==> src/sv/piecewise_linear_lut_interp_unit_macros.svh <==
// ----------------------------------------------------------------------------
// Assertion macros for the piecewise linear interpolation unit
// Concurrent assertion wrappers that compile away when SYNTH is defined.
// ----------------------------------------------------------------------------
`ifndef PIECEWISE_LINEAR_LUT_INTERP_UNIT_MACROS_SVH
`define PIECEWISE_LINEAR_LUT_INTERP_UNIT_MACROS_SVH
`ifndef SYNTH
// Same-cycle implication, disabled while reset is high.
`define PLLI_ASSERT_IMPL(label, clk, rst, ante, cons) \
   label: assert property (@(posedge clk) disable iff (rst) (ante) |-> (cons)) \
      else $error("plli assertion failed");
// Next-cycle implication, disabled while reset is high.
`define PLLI_ASSERT_NEXT(label, clk, rst, ante, cons) \
   label: assert property (@(posedge clk) disable iff (rst) (ante) |=> (cons)) \
      else $error("plli assertion failed");
`else
`define PLLI_ASSERT_IMPL(label, clk, rst, ante, cons)
`define PLLI_ASSERT_NEXT(label, clk, rst, ante, cons)
`endif
`endif

==> src/sv/plli_pkg.sv <==
// ----------------------------------------------------------------------------
// Piecewise linear interpolation package
// Widths, payload types, region codes and the default breakpoint table.
// ----------------------------------------------------------------------------
package plli_pkg;

   // Table size and field widths.
   localparam int POINTS = 5;
   localparam int PT_MAX = 8;
   localparam int PT_W   = 30;
   localparam int VOLT_W = 16;
   localparam int SOC_W  = 14;
   localparam int IDX_W  = $clog2(POINTS);

   typedef logic [VOLT_W-1:0] volt_type;
   typedef logic [SOC_W-1:0]  soc_type;
   typedef logic [PT_W-1:0]   point_type;
   typedef logic [IDX_W-1:0]  idx_type;

   // Which case produced a result.
   typedef enum logic [1:0] {
      REGION_LOW  = 2'd0,
      REGION_MID  = 2'd1,
      REGION_HIGH = 2'd2
   } region_type;

   // Breakpoint values after reset: voltage in the upper field, charge below.
   localparam point_type PT_RESET [PT_MAX] = '{
      30'd49152000, 30'd52431800, 30'd53254000, 30'd54075200,
      30'd58992400, 30'd58992400, 30'd58992400, 30'd58992400
   };

   // Voltage field of a breakpoint.
   function automatic volt_type pt_volt(input point_type p);
      return p[PT_W-1 -: VOLT_W];
   endfunction

   // Charge field of a breakpoint.
   function automatic soc_type pt_soc(input point_type p);
      return p[SOC_W-1:0];
   endfunction

endpackage

==> src/sv/plli_req_if.sv <==
// ----------------------------------------------------------------------------
// Voltage sample channel
// Valid/ready channel that carries one voltage sample per beat.
// ----------------------------------------------------------------------------
interface plli_req_if;
   logic               valid;
   logic               ready;
   plli_pkg::volt_type voltage_mv;

   modport source (output valid, output voltage_mv, input ready);
   modport sink   (input valid, input voltage_mv, output ready);
endinterface

==> src/sv/plli_rsp_if.sv <==
// ----------------------------------------------------------------------------
// Charge result channel
// Valid/ready channel that carries one charge level and region per beat.
// ----------------------------------------------------------------------------
interface plli_rsp_if;
   logic              valid;
   logic              ready;
   plli_pkg::soc_type charge_level;
   logic [1:0]        region;

   modport source (output valid, output charge_level, output region, input ready);
   modport sink   (input valid, input charge_level, input region, output ready);
endinterface

==> src/sv/piecewise_linear_lut_interp_unit.sv <==
// ----------------------------------------------------------------------------
// Piecewise linear voltage to charge interpolation unit
// Segment search, product and a 7-stage pipelined restoring divider, with
// 12 register stages in all.
// ----------------------------------------------------------------------------
//
//   Channel   Dir   Handshake               Payload
//   req_bus   in    valid / ready           voltage_mv[15:0]
//   rsp_bus   out   valid / ready           charge_level[13:0], region[1:0]
//   csr_*     in    csr_wr_en (no wait)     csr_index[2:0], csr_wdata[29:0]
//
// One beat is accepted per cycle unless a stall holds the input stage.
// The depth is set by the divider, which resolves two of 14 quotient bits per stage.
// Reset clears every stage valid bit and loads the default breakpoint table.
// A stall at the output holds only the stages that are full; empty stages
// further up keep filling, so bubbles are squeezed out.
//
`include "piecewise_linear_lut_interp_unit_macros.svh"

module piecewise_linear_lut_interp_unit (
   input  logic                clock,
   input  logic                reset,
   plli_req_if.sink            req_bus,
   plli_rsp_if.source          rsp_bus,
   input  logic                csr_wr_en,
   input  plli_pkg::idx_type   csr_index,
   input  plli_pkg::point_type csr_wdata
);

   // Stage map.
   localparam int QW       = plli_pkg::SOC_W;
   localparam int BPS      = 2;
   localparam int DIV_STG  = (QW + BPS - 1) / BPS;
   localparam int REM_W    = plli_pkg::VOLT_W + plli_pkg::SOC_W;
   localparam int ST_IN    = 0;
   localparam int ST_SRCH  = 1;
   localparam int ST_OPND  = 2;
   localparam int ST_PROD  = 3;
   localparam int ST_OUT   = ST_PROD + DIV_STG + 1;
   localparam int NSTG     = ST_OUT + 1;
   localparam int SEGS     = plli_pkg::POINTS - 1;
   localparam int LAST     = plli_pkg::POINTS - 1;

   // Breakpoint registers.
   plli_pkg::point_type pt_ff [plli_pkg::POINTS];

   // Pipeline control.
   logic [NSTG-1:0] vld_ff;
   logic [NSTG-1:0] adv;

   // Input and search stages.
   plli_pkg::volt_type   v0_ff;
   plli_pkg::volt_type   v1_ff;
   plli_pkg::region_type region1_ff;
   plli_pkg::region_type region1_in;
   logic [SEGS-1:0]      segoh_ff;
   logic [SEGS-1:0]      segoh_in;
   logic [SEGS-1:0]      hits;

   // Operand stage.
   plli_pkg::volt_type   dv2_ff, dv2_in;
   plli_pkg::volt_type   den2_ff, den2_in;
   plli_pkg::soc_type    mag2_ff, mag2_in;
   logic                 neg2_ff, neg2_in;
   plli_pkg::soc_type    base2_ff, base2_in;
   logic                 use2_ff, use2_in;
   plli_pkg::region_type reg2_ff;

   // Product and divider stages; index 0 is the product stage.
   logic [REM_W-1:0]     rem_ff  [DIV_STG+1];
   logic [REM_W-1:0]     rem_in  [DIV_STG+1];
   logic [QW-1:0]        quo_ff  [DIV_STG+1];
   logic [QW-1:0]        quo_in  [DIV_STG+1];
   plli_pkg::volt_type   den_ff  [DIV_STG+1];
   plli_pkg::soc_type    base_ff [DIV_STG+1];
   logic                 neg_ff  [DIV_STG+1];
   logic                 use_ff  [DIV_STG+1];
   plli_pkg::region_type reg_ff  [DIV_STG+1];

   // Output register.
   plli_pkg::soc_type    charge_ff, charge_in;
   plli_pkg::region_type region_ff;

   // Configuration writes; indexes past the table are dropped.
   always_ff @(posedge clock) begin
      if (reset) begin
         for (int i = 0; i < plli_pkg::POINTS; i++) begin
            pt_ff[i] <= plli_pkg::PT_RESET[i];
         end
      end else if (csr_wr_en) begin
         for (int i = 0; i < plli_pkg::POINTS; i++) begin
            if ({1'b0, csr_index} == (plli_pkg::IDX_W + 1)'(i)) begin
               pt_ff[i] <= csr_wdata;
            end
         end
      end
   end

   // A stage may load when it is empty or its content moves on.
   always_comb begin
      adv[ST_OUT] = !vld_ff[ST_OUT] || rsp_bus.ready;
      for (int k = ST_OUT - 1; k >= 0; k--) begin
         adv[k] = !vld_ff[k] || adv[k+1];
      end
   end

   assign req_bus.ready = adv[ST_IN];

   // Valid bits travel with the data.
   always_ff @(posedge clock) begin
      if (reset) begin
         vld_ff <= '0;
      end else begin
         if (adv[ST_IN]) begin
            vld_ff[ST_IN] <= req_bus.valid;
         end
         for (int k = 1; k < NSTG; k++) begin
            if (adv[k]) begin
               vld_ff[k] <= vld_ff[k-1];
            end
         end
      end
   end

   // Clamp decision and segment search; the lowest matching segment wins.
   always_comb begin
      if (v0_ff <= plli_pkg::pt_volt(pt_ff[0])) begin
         region1_in = plli_pkg::REGION_LOW;
      end else if (v0_ff >= plli_pkg::pt_volt(pt_ff[LAST])) begin
         region1_in = plli_pkg::REGION_HIGH;
      end else begin
         region1_in = plli_pkg::REGION_MID;
      end
      for (int i = 0; i < SEGS; i++) begin
         hits[i] = (v0_ff >= plli_pkg::pt_volt(pt_ff[i])) &&
                   (v0_ff <= plli_pkg::pt_volt(pt_ff[i+1]));
      end
      segoh_in = hits & (~hits + SEGS'(1));
   end

   // Segment operands, charge base and the divide enable.
   always_comb begin
      plli_pkg::volt_type vl;
      plli_pkg::volt_type vh;
      plli_pkg::soc_type  sl;
      plli_pkg::soc_type  sh;
      logic               found;
      vl    = '0;
      vh    = '0;
      sl    = '0;
      sh    = '0;
      found = |segoh_ff;
      for (int i = 0; i < SEGS; i++) begin
         if (segoh_ff[i]) begin
            vl = plli_pkg::pt_volt(pt_ff[i]);
            vh = plli_pkg::pt_volt(pt_ff[i+1]);
            sl = plli_pkg::pt_soc(pt_ff[i]);
            sh = plli_pkg::pt_soc(pt_ff[i+1]);
         end
      end
      dv2_in  = v1_ff - vl;
      den2_in = vh - vl;
      neg2_in = sh < sl;
      mag2_in = neg2_in ? (sl - sh) : (sh - sl);
      unique case (region1_ff)
         plli_pkg::REGION_LOW:  base2_in = plli_pkg::pt_soc(pt_ff[0]);
         plli_pkg::REGION_HIGH: base2_in = plli_pkg::pt_soc(pt_ff[LAST]);
         plli_pkg::REGION_MID:  base2_in = found ? sl : '0;
         default:               base2_in = '0;
      endcase
      use2_in = (region1_ff == plli_pkg::REGION_MID) && found && (den2_in != '0);
   end

   // Product, then two restoring division steps per stage.
   always_comb begin
      logic [REM_W-1:0] rem_t;
      logic [REM_W-1:0] trial;
      logic [QW-1:0]    quo_t;
      int               j;
      rem_in[0] = REM_W'(dv2_ff) * REM_W'(mag2_ff);
      quo_in[0] = '0;
      for (int d = 1; d <= DIV_STG; d++) begin
         rem_t = rem_ff[d-1];
         quo_t = quo_ff[d-1];
         for (int b = 0; b < BPS; b++) begin
            j = QW - 1 - (d - 1) * BPS - b;
            if (j >= 0) begin
               trial = REM_W'(den_ff[d-1]) << j;
               if (rem_t >= trial) begin
                  rem_t = rem_t - trial;
                  quo_t = quo_t | (QW'(1) << j);
               end
            end
         end
         rem_in[d] = rem_t;
         quo_in[d] = quo_t;
      end
   end

   // Apply the sign of the slope; the sum wraps to the charge width.
   always_comb begin
      if (!use_ff[DIV_STG]) begin
         charge_in = base_ff[DIV_STG];
      end else if (neg_ff[DIV_STG]) begin
         charge_in = base_ff[DIV_STG] - quo_ff[DIV_STG];
      end else begin
         charge_in = base_ff[DIV_STG] + quo_ff[DIV_STG];
      end
   end

   // Stage payload registers.
   always_ff @(posedge clock) begin
      if (adv[ST_IN]) begin
         v0_ff <= req_bus.voltage_mv;
      end
      if (adv[ST_SRCH]) begin
         v1_ff      <= v0_ff;
         region1_ff <= region1_in;
         segoh_ff   <= segoh_in;
      end
      if (adv[ST_OPND]) begin
         dv2_ff   <= dv2_in;
         den2_ff  <= den2_in;
         mag2_ff  <= mag2_in;
         neg2_ff  <= neg2_in;
         base2_ff <= base2_in;
         use2_ff  <= use2_in;
         reg2_ff  <= region1_ff;
      end
      if (adv[ST_PROD]) begin
         rem_ff[0]  <= rem_in[0];
         quo_ff[0]  <= quo_in[0];
         den_ff[0]  <= den2_ff;
         base_ff[0] <= base2_ff;
         neg_ff[0]  <= neg2_ff;
         use_ff[0]  <= use2_ff;
         reg_ff[0]  <= reg2_ff;
      end
      for (int d = 1; d <= DIV_STG; d++) begin
         if (adv[ST_PROD+d]) begin
            rem_ff[d]  <= rem_in[d];
            quo_ff[d]  <= quo_in[d];
            den_ff[d]  <= den_ff[d-1];
            base_ff[d] <= base_ff[d-1];
            neg_ff[d]  <= neg_ff[d-1];
            use_ff[d]  <= use_ff[d-1];
            reg_ff[d]  <= reg_ff[d-1];
         end
      end
      if (adv[ST_OUT]) begin
         charge_ff <= charge_in;
         region_ff <= reg_ff[DIV_STG];
      end
   end

   // Result channel.
   assign rsp_bus.valid        = vld_ff[ST_OUT];
   assign rsp_bus.charge_level = charge_ff;
   assign rsp_bus.region       = region_ff;

   // The dividend must leave the quotient inside the charge width.
   `PLLI_ASSERT_IMPL(a_div_entry_bound, clock, reset, vld_ff[ST_PROD] && use_ff[0], rem_ff[0] < (REM_W'(den_ff[0]) << QW))
   // After the last step the remainder is below the divisor.
   `PLLI_ASSERT_IMPL(a_div_final_rem, clock, reset, vld_ff[ST_OUT-1] && use_ff[DIV_STG], rem_ff[DIV_STG] < REM_W'(den_ff[DIV_STG]))
   // Clamped results never take the divider path.
   `PLLI_ASSERT_IMPL(a_clamp_no_div, clock, reset, vld_ff[ST_PROD] && (reg_ff[0] != plli_pkg::REGION_MID), !use_ff[0])
   // A held product stage keeps its beat and its dividend.
   `PLLI_ASSERT_NEXT(a_prod_hold, clock, reset, vld_ff[ST_PROD] && !adv[ST_PROD], vld_ff[ST_PROD] && $stable(rem_ff[0]))

endmodule
==> src/flat_wrapper.sv <==
// flat-port wrapper written by rule: the top's interface ports become plain ports
module piecewise_linear_lut_interp_unit_flat 
  (clock, reset, csr_wr_en, csr_index, csr_wdata, req_bus_valid, req_bus_voltage_mv, req_bus_ready, rsp_bus_valid, rsp_bus_charge_level, rsp_bus_region, rsp_bus_ready);
  plli_req_if req_bus_i ();
  plli_rsp_if rsp_bus_i ();
  input  logic clock;
  input  logic reset;
  input  logic csr_wr_en;
  input  plli_pkg::idx_type csr_index;
  input  plli_pkg::point_type csr_wdata;
  input wire logic [$bits(req_bus_i.valid)-1:0] req_bus_valid;
  input wire logic [$bits(req_bus_i.voltage_mv)-1:0] req_bus_voltage_mv;
  output wire logic [$bits(req_bus_i.ready)-1:0] req_bus_ready;
  output wire logic [$bits(rsp_bus_i.valid)-1:0] rsp_bus_valid;
  output wire logic [$bits(rsp_bus_i.charge_level)-1:0] rsp_bus_charge_level;
  output wire logic [$bits(rsp_bus_i.region)-1:0] rsp_bus_region;
  input wire logic [$bits(rsp_bus_i.ready)-1:0] rsp_bus_ready;
  assign req_bus_i.valid = req_bus_valid;
  assign req_bus_i.voltage_mv = req_bus_voltage_mv;
  assign req_bus_ready = req_bus_i.ready;
  assign rsp_bus_valid = rsp_bus_i.valid;
  assign rsp_bus_charge_level = rsp_bus_i.charge_level;
  assign rsp_bus_region = rsp_bus_i.region;
  assign rsp_bus_i.ready = rsp_bus_ready;
  piecewise_linear_lut_interp_unit u_core (.clock(clock), .reset(reset), .req_bus(req_bus_i), .rsp_bus(rsp_bus_i), .csr_wr_en(csr_wr_en), .csr_index(csr_index), .csr_wdata(csr_wdata));
endmodule
==> config.mk <==
export PLATFORM = sky130hd
export DESIGN_NAME = piecewise_linear_lut_interp_unit_flat
export DESIGN_NICKNAME = d
export VERILOG_FILES = /design/src/sv/plli_pkg.sv /design/src/sv/plli_req_if.sv /design/src/sv/plli_rsp_if.sv /design/src/sv/piecewise_linear_lut_interp_unit.sv /design/src/flat_wrapper.sv
export VERILOG_INCLUDE_DIRS = /design/src /design/src/sv
export SDC_FILE = /design/constraint.sdc
export NUM_CORES = 2
export LEC_CHECK = 0
export ABC_CLOCK_PERIOD_IN_PS = 6800
export BUFFER_PORTS_ARGS = -buffer_cell sky130_fd_sc_hd__buf_2
export CORE_MARGIN = 2
export CORE_UTILIZATION = 58
export CTS_CLUSTER_DIAMETER = 60
export CTS_CLUSTER_SIZE = 20
export DETAILED_ROUTE_END_ITERATION = 8
export GPL_TIMING_DRIVEN = 1
export PLACE_DENSITY_LB_ADDON = 0.2
export SYNTH_ARGS = -nofsm -noshare
export SYNTH_HDL_FRONTEND = slang
export SYNTH_SLANG_ARGS = --single-unit
==> constraint.sdc <==
create_clock -name clock -period 6.8 [get_ports clock]
set_input_delay 1.02 -clock clock [delete_from_list [all_inputs] [get_ports clock]]
set_output_delay 1.02 -clock clock [all_outputs]
set_load 0.02 [all_outputs]
### After elaboration in Yosys (flattened, before gate mapping)

Memory sizes are Yosys's and may differ from the RTL's. A register that Yosys moved wholly into a read port is not among the register bits.
Cells that the tools add are included.

* add/subtract/negate cells: 21
* multiply operators: 1
* order comparisons: 25
* equal/unequal tests: 6
* muxes and demuxes: 93
* bitwise gates (word level): 7
* reductions and logical operators: 34

Operators with widths (number)
* 30-bit 2-to-1 mux: 19
* 14-bit 2-to-1 mux: 13
* 16-bit 2-to-1 mux: 8
* 16-bit greater-or-equal comparator: 5
* 16-bit less-or-equal comparator: 5
* 14-bit one-hot mux with 3 select lines: 1
* 14-bit subtractor: 3
* 1-bit 2-to-1 mux: 39
* 16-bit subtractor: 2
* 30-bit by 16-bit greater-or-equal comparator with 1-bit output: 1
* 30-bit by 17-bit greater-or-equal comparator with 1-bit output: 1
* 30-bit by 18-bit greater-or-equal comparator with 1-bit output: 1
* 30-bit by 19-bit greater-or-equal comparator with 1-bit output: 1
* 30-bit by 20-bit greater-or-equal comparator with 1-bit output: 1
* 30-bit by 21-bit greater-or-equal comparator with 1-bit output: 1
* 30-bit by 22-bit greater-or-equal comparator with 1-bit output: 1
* 30-bit by 23-bit greater-or-equal comparator with 1-bit output: 1
* 30-bit by 24-bit greater-or-equal comparator with 1-bit output: 1
* 30-bit by 25-bit greater-or-equal comparator with 1-bit output: 1
* 30-bit by 26-bit greater-or-equal comparator with 1-bit output: 1
* 30-bit by 27-bit greater-or-equal comparator with 1-bit output: 1
* 30-bit by 28-bit greater-or-equal comparator with 1-bit output: 1
* 30-bit by 29-bit greater-or-equal comparator with 1-bit output: 1
* 16-bit by 14-bit multiplier with 30-bit output: 1
* other kinds (44): 77

* register bits after elaboration: 128
* memory bits (writable): 774
* input bits: 54
* output and inout bits: 18
* logic and storage cells: 219
* memories: 8

Memory list
* u_core.rem_ff: words 8, bits a word 30, read ports 7, clocked after memory_dff 0, write ports 8, line piecewise_linear_lut_interp_unit.sv:70 `logic [REM_W-1:0] rem_ff [DIV_STG+1];`
* u_core.pt_ff: words 5, bits a word 30, read ports 5, clocked after memory_dff 0, write ports 5, line piecewise_linear_lut_interp_unit.sv:45 `plli_pkg::point_type pt_ff [plli_pkg::POINTS];`
* u_core.den_ff: words 8, bits a word 16, read ports 7, clocked after memory_dff 0, write ports 8, line piecewise_linear_lut_interp_unit.sv:74 `plli_pkg::volt_type den_ff [DIV_STG+1];`
* u_core.base_ff: words 8, bits a word 14, read ports 8, clocked after memory_dff 0, write ports 8, line piecewise_linear_lut_interp_unit.sv:75 `plli_pkg::soc_type base_ff [DIV_STG+1];`
* u_core.quo_ff: words 8, bits a word 14, read ports 8, clocked after memory_dff 0, write ports 8, line piecewise_linear_lut_interp_unit.sv:72 `logic [QW-1:0] quo_ff [DIV_STG+1];`
* u_core.reg_ff: words 8, bits a word 2, read ports 8, clocked after memory_dff 1, write ports 8, line piecewise_linear_lut_interp_unit.sv:78 `plli_pkg::region_type reg_ff [DIV_STG+1];`
* +2 memories

### Logic depth before layout (Yosys ltp)

* word-level depth: 13
* depth in mapped cells: 28
* depth with buffers taken out: 26

### Worst setup path before layout

No wires, ideal clock.

* path kind: in2out
* from: input port rsp_bus_ready
* to: output port req_bus_ready
* arrival: 5752 ps
* data required time: 5780 ps
* setup slack: 28 ps
* stages: 7
* cell sequence: nor2b_1 and3_1 and3_1 nand3_1 nor2_1 nand4_1 or2_2

* cells in the longest elaborated chain, start to end: 12

Ends and longest elaborated chain
* from (decl): line flat_wrapper.sv:17 `input wire logic [$bits(rsp_bus_i.ready)-1:0] rsp_bus_ready;`
* 1-bit logical OR: line piecewise_linear_lut_interp_unit.sv:101 `adv[ST_OUT] = !vld_ff[ST_OUT] || rsp_bus.ready;`
* 1-bit logical OR (6 in a row): line piecewise_linear_lut_interp_unit.sv:103 `adv[k] = !vld_ff[k] || adv[k+1];`
* named net u_core.adv[5]: line piecewise_linear_lut_interp_unit.sv:49 `logic [NSTG-1:0] adv;`
* 1-bit logical OR (4 in a row): line piecewise_linear_lut_interp_unit.sv:103
* named net u_core.adv[1]: line piecewise_linear_lut_interp_unit.sv:49
* 1-bit logical OR: line piecewise_linear_lut_interp_unit.sv:103
* to (decl): line flat_wrapper.sv:13 `output wire logic [$bits(req_bus_i.ready)-1:0] req_bus_ready;`

The timed path passes the listed nets, and every way through them passes these cells.

==> key figures <==
Drt
  • DRC Markers: 0
  • Routed len/inst: 20.0 µm
  • DR top layer: met5
  • WL met1: 54000 µm
  • DR WL met2: 62700 µm
  • Initial DRC count: 2968
  • Routed wl met3: 6670 µm
  • First-pass iteration count of the detailed router: 7
  • Vias: 37400
  • Post-DR vias/cell: 5.89
  • Detailed Route WL: 127000 µm
  • Routed Antenna Nets: 0

Setup path
  • Worst R2R Start: u_core.mag2_ff[3]
  • Worst R2R Setup Slack: 240 ps
  • CP max stage delay: 530 ps
  • CP arrival: 6970 ps
  • Startpoint type of the worst setup path: flop
  • CP max stage cell: fa_1
  • Worst r2r path cells: 25
  • Setup crit end: u_core.rem_ff[0][26]
  • Worst r2r dst: u_core.rem_ff[0][26]
  • CP endpoint kind: flop
  • CP Launch Point: u_core.mag2_ff[3]
  • Crit path max fanout: 6
  • WP data required: 7210 ps
  • Crit path kind: reg -> reg

Placed design
  • Dpl ws: 114 ps
  • I/O Buffers: 71
  • Final HPWL DP: 97500 µm
  • Routability cong.: 0.961

STA
  • Min Tclk post-route: 6560 ps
  • Final Max Slew Viols: 0
  • Slew of the pin with the lowest slew margin: 1200 ps
  • Final hold vios: 0
  • Final WS setup: 238 ps
  • Final Cycle Share: 0.965
  • Worst hold slack: 410 ps
  • Headroom to the max-slew limit: 0.202
  • Final Setup Violations: 0
  • Fmax achieved: 152 MHz
  • Layout Skew: 47.7 ps

Floorplanning
  • Horiz. Die Dim: 308 µm
  • Initial Util: 0.585
  • Die Ht: 308 µm
  • Core area: 91500 µm²
  • Die Area: 94800 µm²
  • IO Pins: 72
  • Site Rows: 111

Min path
  • Worst min-delay path class: reg -> reg

GRT
  • Grt ovf: 0
  • First-pass GRT wire length: 200000 µm
  • Largest net degree at the start of global routing: 77
  • Number of global-route vias before repair: 37200
  • Initial antenna violation count: 5
  • Overall Global Routing Usage: 0.270

Clock network
  • CTS tree: done
  • CTS max path bufs: 3
  • Worst skew pair latency: 680 ps
  • # clock sinks: 802
  • Number of CTS-inserted buffers: 72
  • Root Buffer: clkbuf_16
  • Worst-path clk slew: 80 ps
  • H-tree depth: 3

Run
  • Max Cap Viol: 0

Synthesis
  • Post-Syn Instances: 5010
  • Yosys synthesis warning count: 0
  • EDFF count, synth: 790
  • Top-count cell post-synth: edfxtp_1
  • Yosys top cell by area: edfxtp_1
  • Post-Syn Nets: 5716
  • Area contributors post-synth: edfxtp_1 44%, ha_1 11%, fa_1 6.8%
  • Most frequent cells after synthesis: 790 x edfxtp_1, 552 x inv_1, 469 x ha_1
  • Ys flop type: edfxtp_1
  • Yosys reg bits: 802
  • Post-synthesis cell type count: 91
  • Avg Cell Area, Syn: 10.7 µm²
  • Asr flop ratio synth: 0
  • Sequential fraction of the synthesis area: 0.447
  • Top-area cell type share of the netlist area: 0.443
  • Synthesized area: 53600 µm²

Layout
  • Layout Nets: 5817
  • Area growth, synth to finish: 8.72%
  • Share of layout cells above drive strength 1: 0.0848
  • Ant. Diodes: 0

Run status
  • Status: finished, final reports clean
## kinds of logic (layout without fill, tap and decap cells)
family,after synthesis,in the layout,share of synthesized area
simple gates,1326,1326,0.123
compound gates,1132,1132,0.132
flops,802,802,0.447
buf+inv,694,851,0.0497
fa+ha+maj,652,652,0.178
xor+xnor,297,297,0.0486
mux,107,107,0.0219
## metal layers
| layer | global-route usage | vias to the layer above |
|---|---|---|
| met1 | 0.351 | 18100 |
| met3 | 0.0335 | 228 |
| met2 | 0.467 | 1030 |
| met4 | 0.0936 | 4 |
| li1 | - | 18100 |
| met5 | 0 | - |
## how the worst min path moves through the flow
stage | from | endpoint | slack, ps | cells past startpoint
finish | u_core.base_ff[0][55] | u_core.base_ff[1][13] | 410 | 0
detailed placement | u_core.base2_ff[0] | u_core.base_ff[0][0] | 400 | 0
floorplan | u_core.base2_ff[0] | u_core.base_ff[0][0] | 400 | 0
CTS | u_core.base_ff[0][55] | u_core.base_ff[1][13] | 410 | 0
global route | u_core.base_ff[0][7] | u_core.base_ff[0][21] | 420 | 0
global placement | u_core.use2_ff | u_core.use_ff[0][0] | 400 | 0
## what timing repair did
item,4_1_cts,5_1_grt
resized for setup,0,16
hold buffers,0,0
setup buffers,0,6
setup endpoints to repair,0,44
## stage by stage
step	util	cells	cell area [µm²]	TNS [ps]
2_1_floorplan	-	5010	53600	0
3_3_place_gp	0.607	6217	55600	0
3_5_place_dp	0.607	6217	55600	0
4_1_cts	0.635	6347	58100	0
5_1_grt	0.636	6353	58200	-9.48
6_report	0.636	6353	58200	0
## final cells by class
type,instances,area [µm²]
clock buffer,79,1850
fill,7229,33300
sequential,802,24000
tap,1186,1480
inverter,555,2080
clock inverter,51,674
multi-input combinational,3514,27100
timing repair buffer,166,1110
## worst max-delay path, delay by kind of cell, from the launching register on
| kind | cells | cell delay (ps) |
|---|---|---|
| fa+ha+maj | 7 | 3350 |
| compound gates | 9 | 1790 |
| flops | 1 | 470 |
| buf+inv | 7 | 460 |
| simple gates | 1 | 160 |
| xor+xnor | 1 | 70 |
## state kept, by name (all words and copies together) (netlist names), 12 cells and up
register	count
u_core.dv2_ff	16
u_core.quo_ff	56
u_core.den_ff	112
u_core.reg_ff	16
u_core.v1_ff	16
u_core.base2_ff	14
u_core.rem_ff	210
u_core.pt_ff	150
u_core.v0_ff	16
u_core.base_ff	112
u_core.den2_ff	16
u_core.rsp_bus.charge_level	14
u_core.mag2_ff	14
u_core.vld_ff	12
## cells in the final DEF, fill, tap and decap left out, drive strengths merged, types with 58 or more instances in the layout
| cell type | netlist | routed |
|---|---|---|
| a21o | 115 | 115 |
| a21oi | 416 | 416 |
| and2 | 150 | 150 |
| buf | 40 | 166 |
| clkbuf | 99 | 79 |
| edfxtp | 790 | 790 |
| fa | 183 | 183 |
| ha | 469 | 469 |
| inv | 555 | 575 |
| mux2 | 81 | 81 |
| nand2 | 361 | 361 |
| nand2b | 65 | 65 |
| nand3 | 65 | 65 |
| nand4 | 58 | 58 |
| nor2 | 330 | 330 |
| nor2b | 71 | 71 |
| nor3 | 67 | 67 |
| o21ai | 225 | 225 |
| xnor2 | 220 | 220 |
| xor2 | 77 | 77 |
Power is not shown: default switching activity piles up to over one toggle a cycle in this logic, so the estimate is an artifact.
